**config.mk**
```make
export PLATFORM = sky130hd
export DESIGN_NAME = camera_param_linear_tween
export DESIGN_NICKNAME = d
export VERILOG_FILES = /design/src/cplt_pkg.sv /design/src/cplt_div.sv /design/src/camera_param_linear_tween.sv
export SDC_FILE = /design/constraint.sdc
export NUM_CORES = 2
export LEC_CHECK = 0
export BUFFER_PORTS_ARGS = -buffer_cell sky130_fd_sc_hd__buf_4
export CORE_UTILIZATION = 35
export DETAILED_ROUTE_END_ITERATION = 10
export SLEW_MARGIN = 20
export SYNTH_ARGS = -nofsm -noshare
export SYNTH_HDL_FRONTEND = slang
export SYNTH_SLANG_ARGS = --single-unit
```
**constraint.sdc**
```tcl
create_clock -name clk_i -period 7.87 [get_ports clk_i]
set_clock_uncertainty 0.05 [all_clocks]
set_input_delay 1.1805 -clock clk_i [delete_from_list [all_inputs] [get_ports clk_i]]
set_output_delay 1.1805 -clock clk_i [all_outputs]
set_load 0.1 [all_outputs]
```
**src/cplt_pkg.sv**
```systemverilog
`timescale 1ns / 1ps
// -----------------------------------------------------------------------------
// Camera parameter tween package
// Shared types and constants for the camera parameter linear tween block.
// -----------------------------------------------------------------------------
package cplt_pkg;

  localparam int unsigned NumRegs  = 7;
  localparam int unsigned IdxW     = 3;
  localparam int unsigned CfgW     = 32;
  localparam int unsigned DurW     = 8;
  localparam int unsigned NumDiv   = 9;
  localparam int unsigned DivSelW  = 4;
  // Dividend magnitude: 33-bit difference times 8-bit step.
  localparam int unsigned MagW     = 41;

  localparam logic [IdxW-1:0] RegDuration    = 3'd0;
  localparam logic [IdxW-1:0] RegTgtDistance = 3'd1;
  localparam logic [IdxW-1:0] RegTgtAngle    = 3'd2;
  localparam logic [IdxW-1:0] RegTgtPersp    = 3'd3;
  localparam logic [IdxW-1:0] RegTgtPosX     = 3'd4;
  localparam logic [IdxW-1:0] RegTgtPosY     = 3'd5;
  localparam logic [IdxW-1:0] RegTgtPosZ     = 3'd6;

  localparam logic ReqStart = 1'b0;
  localparam logic ReqTick  = 1'b1;

  typedef struct packed {
    logic start;
    logic busy;
    logic done;
  } div_ctrl_t;

endpackage

```
**src/cplt_div.sv**
```systemverilog
`timescale 1ns / 1ps
// -----------------------------------------------------------------------------
// Shared restoring divider
// Signed dividend by unsigned 8-bit divisor, truncating toward zero, one
// quotient bit per cycle.
// -----------------------------------------------------------------------------
module cplt_div (
  input  logic                          clk_i,
  input  logic                          rst_ni,
  input  logic                          start_i,
  input  logic signed [cplt_pkg::MagW:0] num_i,
  input  logic [cplt_pkg::DurW-1:0]     den_i,
  output logic                          busy_o,
  output logic                          done_o,
  output logic signed [cplt_pkg::MagW:0] quo_o
);

  localparam int unsigned W = cplt_pkg::MagW;
  localparam int unsigned CntW = $clog2(W + 1);

  logic [W-1:0]                  quo_q, quo_d;
  logic [cplt_pkg::DurW:0]       rem_q, rem_d;
  logic [cplt_pkg::DurW-1:0]     den_q, den_d;
  logic                          neg_q, neg_d;
  logic [CntW-1:0]               cnt_q, cnt_d;
  logic                          busy_q, busy_d;
  logic                          done_q, done_d;
  logic [cplt_pkg::DurW:0]       trial;
  logic [W-1:0]                  mag;

  always_comb begin
    mag = num_i[W] ? W'(-num_i) : num_i[W-1:0];
    quo_d  = quo_q;
    rem_d  = rem_q;
    den_d  = den_q;
    neg_d  = neg_q;
    cnt_d  = cnt_q;
    busy_d = busy_q;
    done_d = 1'b0;
    trial  = {rem_q[cplt_pkg::DurW-1:0], quo_q[W-1]};
    if (start_i && !busy_q) begin
      quo_d  = mag;
      rem_d  = '0;
      den_d  = den_i;
      neg_d  = num_i[W];
      cnt_d  = CntW'(W);
      busy_d = 1'b1;
    end else if (busy_q) begin
      if (trial >= {1'b0, den_q}) begin
        rem_d = trial - {1'b0, den_q};
        quo_d = {quo_q[W-2:0], 1'b1};
      end else begin
        rem_d = trial;
        quo_d = {quo_q[W-2:0], 1'b0};
      end
      cnt_d = cnt_q - 1'b1;
      if (cnt_q == CntW'(1)) begin
        busy_d = 1'b0;
        done_d = 1'b1;
      end
    end
  end

  always_ff @(posedge clk_i or negedge rst_ni) begin
    if (!rst_ni) begin
      busy_q <= 1'b0;
      done_q <= 1'b0;
      cnt_q  <= '0;
    end else begin
      busy_q <= busy_d;
      done_q <= done_d;
      cnt_q  <= cnt_d;
    end
  end

  always_ff @(posedge clk_i) begin
    quo_q <= quo_d;
    rem_q <= rem_d;
    den_q <= den_d;
    neg_q <= neg_d;
  end

  assign busy_o = busy_q;
  assign done_o = done_q;
  assign quo_o  = neg_q ? -$signed({1'b0, quo_q}) : $signed({1'b0, quo_q});

endmodule

```
**src/camera_param_linear_tween.sv**
```systemverilog
`timescale 1ns / 1ps
// -----------------------------------------------------------------------------
// Camera parameter linear tween
// The result of a start or ignored item can be taken in the cycle after its
// transfer; that of an active tick once nine divisions have run in turn on one
// shared bit-serial divider and the output register has been loaded.
// The input is not ready until the result is taken, so the next
// transfer can follow in the cycle after the result transfer.
// Reset clears all control state and the configuration registers to zero.
// -----------------------------------------------------------------------------
module camera_param_linear_tween (
  input  logic                         clk_i,
  input  logic                         rst_ni,
  input  logic                         cfg_we_i,
  input  logic [cplt_pkg::IdxW-1:0]    cfg_idx_i,
  input  logic [cplt_pkg::CfgW-1:0]    cfg_data_i,
  input  logic                         s_axis_tvalid,
  output logic                         s_axis_tready,
  // cur_distance, cur_angle, cur_perspective, cur_pos_x, cur_pos_y, cur_pos_z
  input  logic [159:0]                 s_axis_tdata,
  // req_type
  input  logic                         s_axis_tuser,
  output logic                         m_axis_tvalid,
  input  logic                         m_axis_tready,
  // distance_out, angle_out, perspective_out, offset_x, offset_y, offset_z
  output logic [159:0]                 m_axis_tdata,
  // update, done_res
  output logic [1:0]                   m_axis_tuser
);

  localparam int unsigned MW = cplt_pkg::MagW;

  typedef enum logic [2:0] {StIdle, StLoad, StWait, StOut} state_e;

  state_e state_q;
  logic [7:0]  dur_q;
  logic [31:0] tdist_q, tpx_q, tpy_q, tpz_q;
  logic [15:0] tang_q, tper_q;
  logic        active_q;
  logic [7:0]  step_q;
  logic [31:0] idist_q, ipx_q, ipy_q, ipz_q;
  logic [15:0] iang_q, iper_q;
  logic [cplt_pkg::DivSelW-1:0] sel_q;
  logic signed [MW:0] res_q [cplt_pkg::NumDiv];
  logic [159:0] odata_q;
  logic [1:0]   ouser_q;
  logic         ovalid_q;

  cplt_pkg::div_ctrl_t dctl;
  logic signed [MW:0] num, quo;
  logic signed [32:0] diff;
  logic [7:0]  mult;
  logic [7:0]  step_nx;

  always_comb begin
    case (sel_q)
      4'd0: diff = $signed({tdist_q[31], tdist_q}) - $signed({idist_q[31], idist_q});
      4'd1: diff = $signed({17'd0, tang_q}) - $signed({17'd0, iang_q});
      4'd2: diff = $signed({17'd0, tper_q}) - $signed({17'd0, iper_q});
      4'd3, 4'd4: diff = $signed({tpx_q[31], tpx_q}) - $signed({ipx_q[31], ipx_q});
      4'd5, 4'd6: diff = $signed({tpy_q[31], tpy_q}) - $signed({ipy_q[31], ipy_q});
      default: diff = $signed({tpz_q[31], tpz_q}) - $signed({ipz_q[31], ipz_q});
    endcase
    case (sel_q)
      4'd4, 4'd6, 4'd8: mult = step_q - 8'd1;
      default: mult = step_q;
    endcase
    num = $signed({{(MW - 32){diff[32]}}, diff}) * $signed({{(MW - 7){1'b0}}, mult});
  end

  assign dctl.start = (state_q == StLoad);

  cplt_div u_div (
    .clk_i   (clk_i),
    .rst_ni  (rst_ni),
    .start_i (dctl.start),
    .num_i   (num),
    .den_i   (dur_q),
    .busy_o  (dctl.busy),
    .done_o  (dctl.done),
    .quo_o   (quo)
  );

  assign s_axis_tready = (state_q == StIdle) && !ovalid_q;
  assign step_nx = step_q + 8'd1;

  always_ff @(posedge clk_i or negedge rst_ni) begin
    if (!rst_ni) begin
      dur_q <= '0; tdist_q <= '0; tang_q <= '0; tper_q <= '0;
      tpx_q <= '0; tpy_q <= '0; tpz_q <= '0;
      state_q <= StIdle; active_q <= 1'b0; step_q <= '0; sel_q <= '0;
      ovalid_q <= 1'b0; ouser_q <= '0; odata_q <= '0;
      idist_q <= '0; iang_q <= '0; iper_q <= '0;
      ipx_q <= '0; ipy_q <= '0; ipz_q <= '0;
    end else begin
      if (cfg_we_i) begin
        unique case (cfg_idx_i)
          cplt_pkg::RegDuration:    dur_q   <= cfg_data_i[7:0];
          cplt_pkg::RegTgtDistance: tdist_q <= cfg_data_i;
          cplt_pkg::RegTgtAngle:    tang_q  <= cfg_data_i[15:0];
          cplt_pkg::RegTgtPersp:    tper_q  <= cfg_data_i[15:0];
          cplt_pkg::RegTgtPosX:     tpx_q   <= cfg_data_i;
          cplt_pkg::RegTgtPosY:     tpy_q   <= cfg_data_i;
          cplt_pkg::RegTgtPosZ:     tpz_q   <= cfg_data_i;
          default: ;
        endcase
      end
      if (m_axis_tvalid && m_axis_tready) ovalid_q <= 1'b0;
      unique case (state_q)
        StIdle: begin
          if (s_axis_tvalid && s_axis_tready) begin
            if (s_axis_tuser == cplt_pkg::ReqStart) begin
              if (!active_q && dur_q != 8'd0) begin
                active_q <= 1'b1;
                step_q   <= '0;
                idist_q  <= s_axis_tdata[31:0];
                iang_q   <= s_axis_tdata[47:32];
                iper_q   <= s_axis_tdata[63:48];
                ipx_q    <= s_axis_tdata[95:64];
                ipy_q    <= s_axis_tdata[127:96];
                ipz_q    <= s_axis_tdata[159:128];
                ouser_q  <= 2'b00;
              end else begin
                ouser_q  <= {!active_q, 1'b0};
              end
              odata_q  <= '0;
              ovalid_q <= 1'b1;
            end else if (!active_q) begin
              odata_q  <= '0;
              ouser_q  <= 2'b10;
              ovalid_q <= 1'b1;
            end else if (dur_q == 8'd0) begin
              active_q <= 1'b0;
              step_q   <= '0;
              odata_q  <= '0;
              ouser_q  <= 2'b10;
              ovalid_q <= 1'b1;
            end else begin
              step_q  <= step_nx;
              sel_q   <= '0;
              state_q <= StLoad;
            end
          end
        end
        StLoad: state_q <= StWait;
        StWait: begin
          if (dctl.done) begin
            res_q[sel_q] <= quo;
            if (sel_q == 4'(cplt_pkg::NumDiv - 1)) begin
              state_q <= StOut;
            end else begin
              sel_q   <= sel_q + 4'd1;
              state_q <= StLoad;
            end
          end
        end
        StOut: begin
          odata_q[31:0]    <= 32'($signed({idist_q[31], idist_q}) + res_q[0]);
          odata_q[47:32]   <= 16'({1'b0, iang_q} + res_q[1]);
          odata_q[63:48]   <= 16'({1'b0, iper_q} + res_q[2]);
          odata_q[95:64]   <= 32'(res_q[3] - res_q[4]);
          odata_q[127:96]  <= 32'(res_q[5] - res_q[6]);
          odata_q[159:128] <= 32'(res_q[7] - res_q[8]);
          if (step_q >= dur_q) begin
            active_q <= 1'b0;
            step_q   <= '0;
            ouser_q  <= 2'b11;
          end else begin
            ouser_q  <= 2'b01;
          end
          ovalid_q <= 1'b1;
          state_q  <= StIdle;
        end
        default: state_q <= StIdle;
      endcase
    end
  end

  assign m_axis_tvalid = ovalid_q;
  assign m_axis_tdata  = odata_q;
  assign m_axis_tuser  = ouser_q;

  a_div_busy: assert property (@(posedge clk_i) disable iff (!rst_ni)
    (state_q == StWait) |-> (dctl.busy || dctl.done)) else $error("divider idle while waiting");
  a_no_accept_busy: assert property (@(posedge clk_i) disable iff (!rst_ni)
    (state_q != StIdle) |-> !s_axis_tready) else $error("ready during work");
  a_done_idle: assert property (@(posedge clk_i) disable iff (!rst_ni)
    (m_axis_tvalid && m_axis_tuser[1]) |-> !active_q) else $error("done while active");

endmodule

```
# Word level (Yosys, flattened, before mapping)
# Memory sizes are Yosys's and may differ from the RTL's.
# Cells that the tools add are included.
# totals
regBits	573
mem_bits_rw	378
memories	1
input_bits	201
# classes
add_sub_neg	19
multipliers	1
n_mux	65
reduce_logical	33
n_eq_ne	27
n_bitwise	1
order_cmp	2
# mem_list
name	depth	word_bits	rd	rd_clocked_by_memory_dff	write_ports	line_no	source
res_q	9	42	9	0	1	camera_param_linear_tween.sv:44	logic signed [MW:0] res_q [cplt_pkg::NumDiv];
# ops
operator	count
two-way mux 160 bit	4
one-hot mux 160 bit (2 select lines)	1
one-hot mux 33 bit (5 select lines)	1
subtractor 32 x 32 -> 33 bit	4
two-way mux 41 bit	3
subtractor 32 bit	3
two-way mux 8 bit	8
multiplier 33 x 9 -> 42 bit	1
two-way mux 42 bit	1
negator 41 -> 42 bit	1
negator 41 bit	1
subtractor 16 x 16 -> 17 bit	2
adder 16 bit	2
adder 32 bit	1
two-way mux 4 bit	6
two-way mux 1 bit	21
one-hot mux 8 bit (2 select lines)	1
two-way mux 3 bit	5
two-way mux 2 bit	7
AND reduction 2 bit	7
== test 3 x 2 -> 1 bit, second input constant	4
== test 4 x 3 -> 1 bit, second input constant	3
two-way mux 6 bit	2
inequality test 2 bit, second input constant	5
35 further kinds	54

# Depth between registers and ports, before layout
# logic_depth
depth_word	7
mapped_depth	38

# Cells and area by module
# A second synthesis with hierarchy kept.
# hier_totals
cells_unflattened	5853
hier_area_um2	56927.1
# modules_own_cells
module	cells_each	area_each_um2	seq_area_each_um2	instances
camera_param_linear_tween	5350	52266.4	20349.5	1
cplt_div	503	4660.7	1861.8	1

# Least setup slack after synthesis
# No wires, ideal clock.
# synth_timing
kind	flip-flop to flip-flop
from	register tpz_q[0]
to	register u_div.quo_q[39], data pin
arrival_ns	8.170
path_buffers	1
stages_incl_launch_ff	36
setup_ns	0.260
required_time_ns	7.560
setup_slack_ns	-0.610
period_less_slack_ns	8.480
path_cell_list	dfrtp_1 -> inv_1 -> ha_1 -> inv_1 -> fa_1 -> a21o_1 -> a211o_1 -> a2111oi_2 -> nor4b_1 -> o211a_1 -> o211ai_1 -> nand2_1 -> a31o_2 -> xor2_1 -> nor2_1 -> or3_1 -> fa_1 -> inv_1 -> fa_1 -> fa_1 -> inv_1 -> fa_1 -> inv_1 -> ha_1 -> clkbuf_1 -> a21o_1 -> a21o_1 -> a21o_1 -> o21a_1 -> a211o_1 -> mux2i_1 -> or4_1 -> nor3_1 -> a31oi_1 -> xnor2_1 -> mux2_2
# synth_via
elab_chain_len	6
# synth_lines
element	line_no	source
start: declaration	camera_param_linear_tween.sv:37	logic [31:0] tdist_q, tpx_q, tpy_q, tpz_q;
start signal: assignment	camera_param_linear_tween.sv:104	cplt_pkg::RegTgtPosZ: tpz_q <= cfg_data_i;
subtractor 32 x 32 -> 33 bit *	camera_param_linear_tween.sv:62	default: diff = $signed({tpz_q[31], tpz_q}) - $signed({ipz_q[31], ipz_q});
one-hot mux 33 bit (5 select lines) *	camera_param_linear_tween.sv:56	case (sel_q)
multiplier 33 x 9 -> 42 bit *	camera_param_linear_tween.sv:68	num = $signed({{(MW - 32){diff[32]}}, diff}) * $signed({{(MW - 7){1'b0}}, mult});
negator 41 bit	cplt_div.sv:32	mag = num_i[W] ? W'(-num_i) : num_i[W-1:0];
two-way mux 41 bit *	cplt_div.sv:32	
two-way mux 41 bit *	cplt_div.sv:41	if (start_i && !busy_q) begin
via u_div.quo_d[39]	cplt_div.sv:21	logic [W-1:0] quo_q, quo_d;
end signal: assignment	cplt_div.sv:77	quo_q <= quo_d;
end: declaration	cplt_div.sv:21	
# The timed path passes the listed nets; every way through them passes the cells marked *.
# A chain may end at the register's enable or synchronous reset.

# Final worst setup path
# layout_timing
from	register tdist_q[0]
to	register u_div.quo_q[39], data pin
# layout_via
elab_chain_len	6
# layout_lines
element	line_no	source
start: declaration	camera_param_linear_tween.sv:37	
start signal: assignment	camera_param_linear_tween.sv:99	cplt_pkg::RegTgtDistance: tdist_q <= cfg_data_i;
subtractor 32 x 32 -> 33 bit *	camera_param_linear_tween.sv:57	4'd0: diff = $signed({tdist_q[31], tdist_q}) - $signed({idist_q[31], idist_q});
one-hot mux 33 bit (5 select lines) *	camera_param_linear_tween.sv:56	
multiplier 33 x 9 -> 42 bit *	camera_param_linear_tween.sv:68	
negator 41 bit	cplt_div.sv:32	
two-way mux 41 bit *	cplt_div.sv:32	
two-way mux 41 bit *	cplt_div.sv:41	
via u_div.quo_d[39]	cplt_div.sv:21	
# Marked as above.

==> metrics.csv <==
metric,value,unit
f_max,0.114,GHz
first drt pass iteration count,6,
Post-route DRC,0,
Cell variety after synth,103,
"leading cell type in the layout, fill and taps excluded",buf_4,
post-route clock period utilization,111,%
CP max FO,5,
final cell count without fillers,9234,
final worst setup slack,-0.880,ns
initial antenna violation count,20,
Area Growth Syn to Fin,29.5,%
post-route ant nets,0,
Row Count,147,
predominant post-synthesis flop cell,dfrtp_1,
layout cells sized above 1,27.3,%
CTS tree,done,
Leak,34.4,nW
mapped cell area,56600,µm²
dpl hpwl,144000,µm
Post-synth EDFFs,306,
FF-to-FF path depth,36,
"flops & latches, synth",828,
critical path required time,8.27,ns
via count,47200,
Final #Nets,7838,
first-pass GRT wire length,281000,µm
RSZ-0062 raised after global routing,true,
CTS Hold Buffers Added,0,
Die Ht,404,µm
worst path arrival time,9.15,ns
max-cap check violation count,0,
Setup CP Type,flop to flop,
most frequent cells in the layout,"buf_4, inv_1, nand2_1",
power consumption,36.3,mW
via/cell ratio,5.11,
Final min period,8.75,ns
Worst-path clk slew,0.07,ns
Avg WL per Cell,19.8,µm
worst-skew pair later-pin latency,0.75,ns
slowest cell delay on critical path,0.50,ns
Sink Count,828,
starting density of the core,35.3,%
PD cells,496,nW/µm²
failing checks,negative setup slack,
H-tree Lvls,3,
CP most frequent cell,fa_1,
I/O Pins,365,
I/O Buffers,364,
DR iter-0 viols,3217,
"Seq/Total Area, Yosys",39.2,%
placer congestion estimate,0.951,
CTS max path bufs,3,
Die Area,163000,µm²
Worst setup SP type,flop,
Ys Warns,0,
final hold violations,0,
Setup-failing EPs final,41,
Core Footprint,161000,µm²
vias in the first global route,47300,
CTS Root Cell,clkbuf_16,
Synth Area per Inst,9.75,µm²
global route total overflow,0,
Placed Cells,8992,
cells after synthesis,5811,
GR Util All Layers,22.3,%
pin count of the biggest net entering global routing,177,
Post-synth ARST share,62.1,%
Worst Setup End Kind,flop,
Worst VDD drop,0.398,mV
die width,404,µm
Final Max Tran Viols,0,
Inserted Clock Buffers,96,
Worst path slowest cell,fa_1,
worst slew pin tran,1.12,ns
Hold WC Path Type,input pin to asynchronous set/reset pin,
post-synth net total,6657,
overall routed net length,182000,µm
status,"complete, but fails checks",
Slew headroom,24.6,%
[cell type report]
class / instances / area, µm²
sequential: 828 / 22200
inverter: 642 / 2420
antenna: 1 / 2.50
timing repair buffer: 1259 / 9660
fill: 15100 / 87200
tap: 2160 / 2700
clock inverter: 41 / 432
clock buffer: 138 / 2960
multi-input combinational: 4165 / 32900
[state kept, by name, indices dropped and copies added (netlist names), 4 cells and up]
name / cells
step_q: 8
ipz_q: 32
res_q: 256
u_div.den_q: 8
tper_q: 16
u_div.quo_q: 41
tang_q: 16
u_div.rem_q: 8
iper_q: 16
dur_q: 8
tpy_q: 32
ipy_q: 32
tpx_q: 32
iang_q: 16
ipx_q: 32
idist_q: 32
tdist_q: 32
u_div.cnt_q: 6
sel_q: 4
tpz_q: 32
m_axis_tdata: 160
[cells in the mapped netlist, drive strengths merged, types with 164 or more instances]
library cell | instances | share of area (%)
inv | 642 | 4.3
nand2 | 622 | 4.1
o21ai | 526 | 4.7
dfrtp | 514 | 23
ha | 428 | 9.5
edfxtp | 306 | 16
nor2 | 298 | 2.0
a21oi | 295 | 2.6
xnor2 | 234 | 3.6
fa | 217 | 7.7
a21o | 166 | 2.2
mux2 | 164 | 3.3
[metal layers]
layer  routed length [µm]  part of all wire [%]  GRT usage, %  vias up
met3                 8800                   4.8          3.02      277
met1                82600                    45          30.1    23100
met4                 6320                   3.5          7.38       16
met2                84700                    46          36.6     1138
li1                     -                     -             -    22600
met5                  111                 0.061             0        -
[per-stage QoR]
| step | TNS (ns) | util, % | area, µm² | hold slack (ns) | worst slack (ns) |
|---|---|---|---|---|---|
| after floorplan | -1.00 | - | 56800 | 0.375 | -0.250 |
| after global placement | -40.97 | 42.4 | 68100 | 0.406 | -1.10 |
| after detailed placement | -44.56 | 42.4 | 68100 | 0.403 | -1.18 |
| after CTS | -22.76 | 45.3 | 72700 | 0.343 | -0.803 |
| after global routing | -38.53 | 45.7 | 73300 | 0.375 | -1.15 |
| final | -25.44 | 45.7 | 73300 | 0.368 | -0.880 |
[repair_timing]
action,in CTS,in global routing
endpoints found under the setup margin,41,41
resized for setup,190,100
hold endpoints to repair,0,0
buffers inserted,41,26
pin swaps,121,73
[worst max-delay path: cells and delay by family (launching register included)]
kind | cells | cell delay (ns)
and+or+nand+nor | 4 | 1.12
xor gates and xnor gates | 2 | 0.23
AOI/OAI and AO/OA | 14 | 3.04
DFF | 1 | 0.37
muxes | 2 | 0.39
adders and majority gates | 7 | 2.67
buffers and inverters | 7 | 0.60
[cells by family after synthesis]
group	after synthesis	share of synthesized area (%)
adders and majority gates	645	17.1
DFF	828	39.2
AOI/OAI and AO/OA	1462	16.3
muxes	178	3.51
buffers and inverters	818	5.48
xor gates and xnor gates	381	5.89
and+or+nand+nor	1499	12.4
[power by group]
group	total [mW]	internal [mW]	switching [mW]
registers	6.71	5.93	0.779
clock network	4.70	2.72	1.99
logic	24.9	10.5	14.5
total	36.3	19.1	17.2
[worst paths after layout]
| check | from | endpoint | slack (ns) |
|---|---|---|---|
| hold / removal | rst_ni | tang_q[9]$_DFFE_PN0P_ | 0.37 |
| setup reg to reg | tdist_q[0]$_DFFE_PN0P_ | u_div.quo_q[39]$_DFFE_PP_ | -0.88 |
| max in group asynchronous | rst_ni | tpz_q[30]$_DFFE_PN0P_ | 5.48 |
| min in group clk_i | dur_q[5]$_DFFE_PN0P_ | u_div.den_q[5]$_DFFE_PP_ | 0.40 |
| setup / recovery | tdist_q[0]$_DFFE_PN0P_ | u_div.quo_q[39]$_DFFE_PP_ | -0.88 |
| hold reg to reg | dur_q[5]$_DFFE_PN0P_ | u_div.den_q[5]$_DFFE_PP_ | 0.40 |
(Power assumes the default switching activity.)
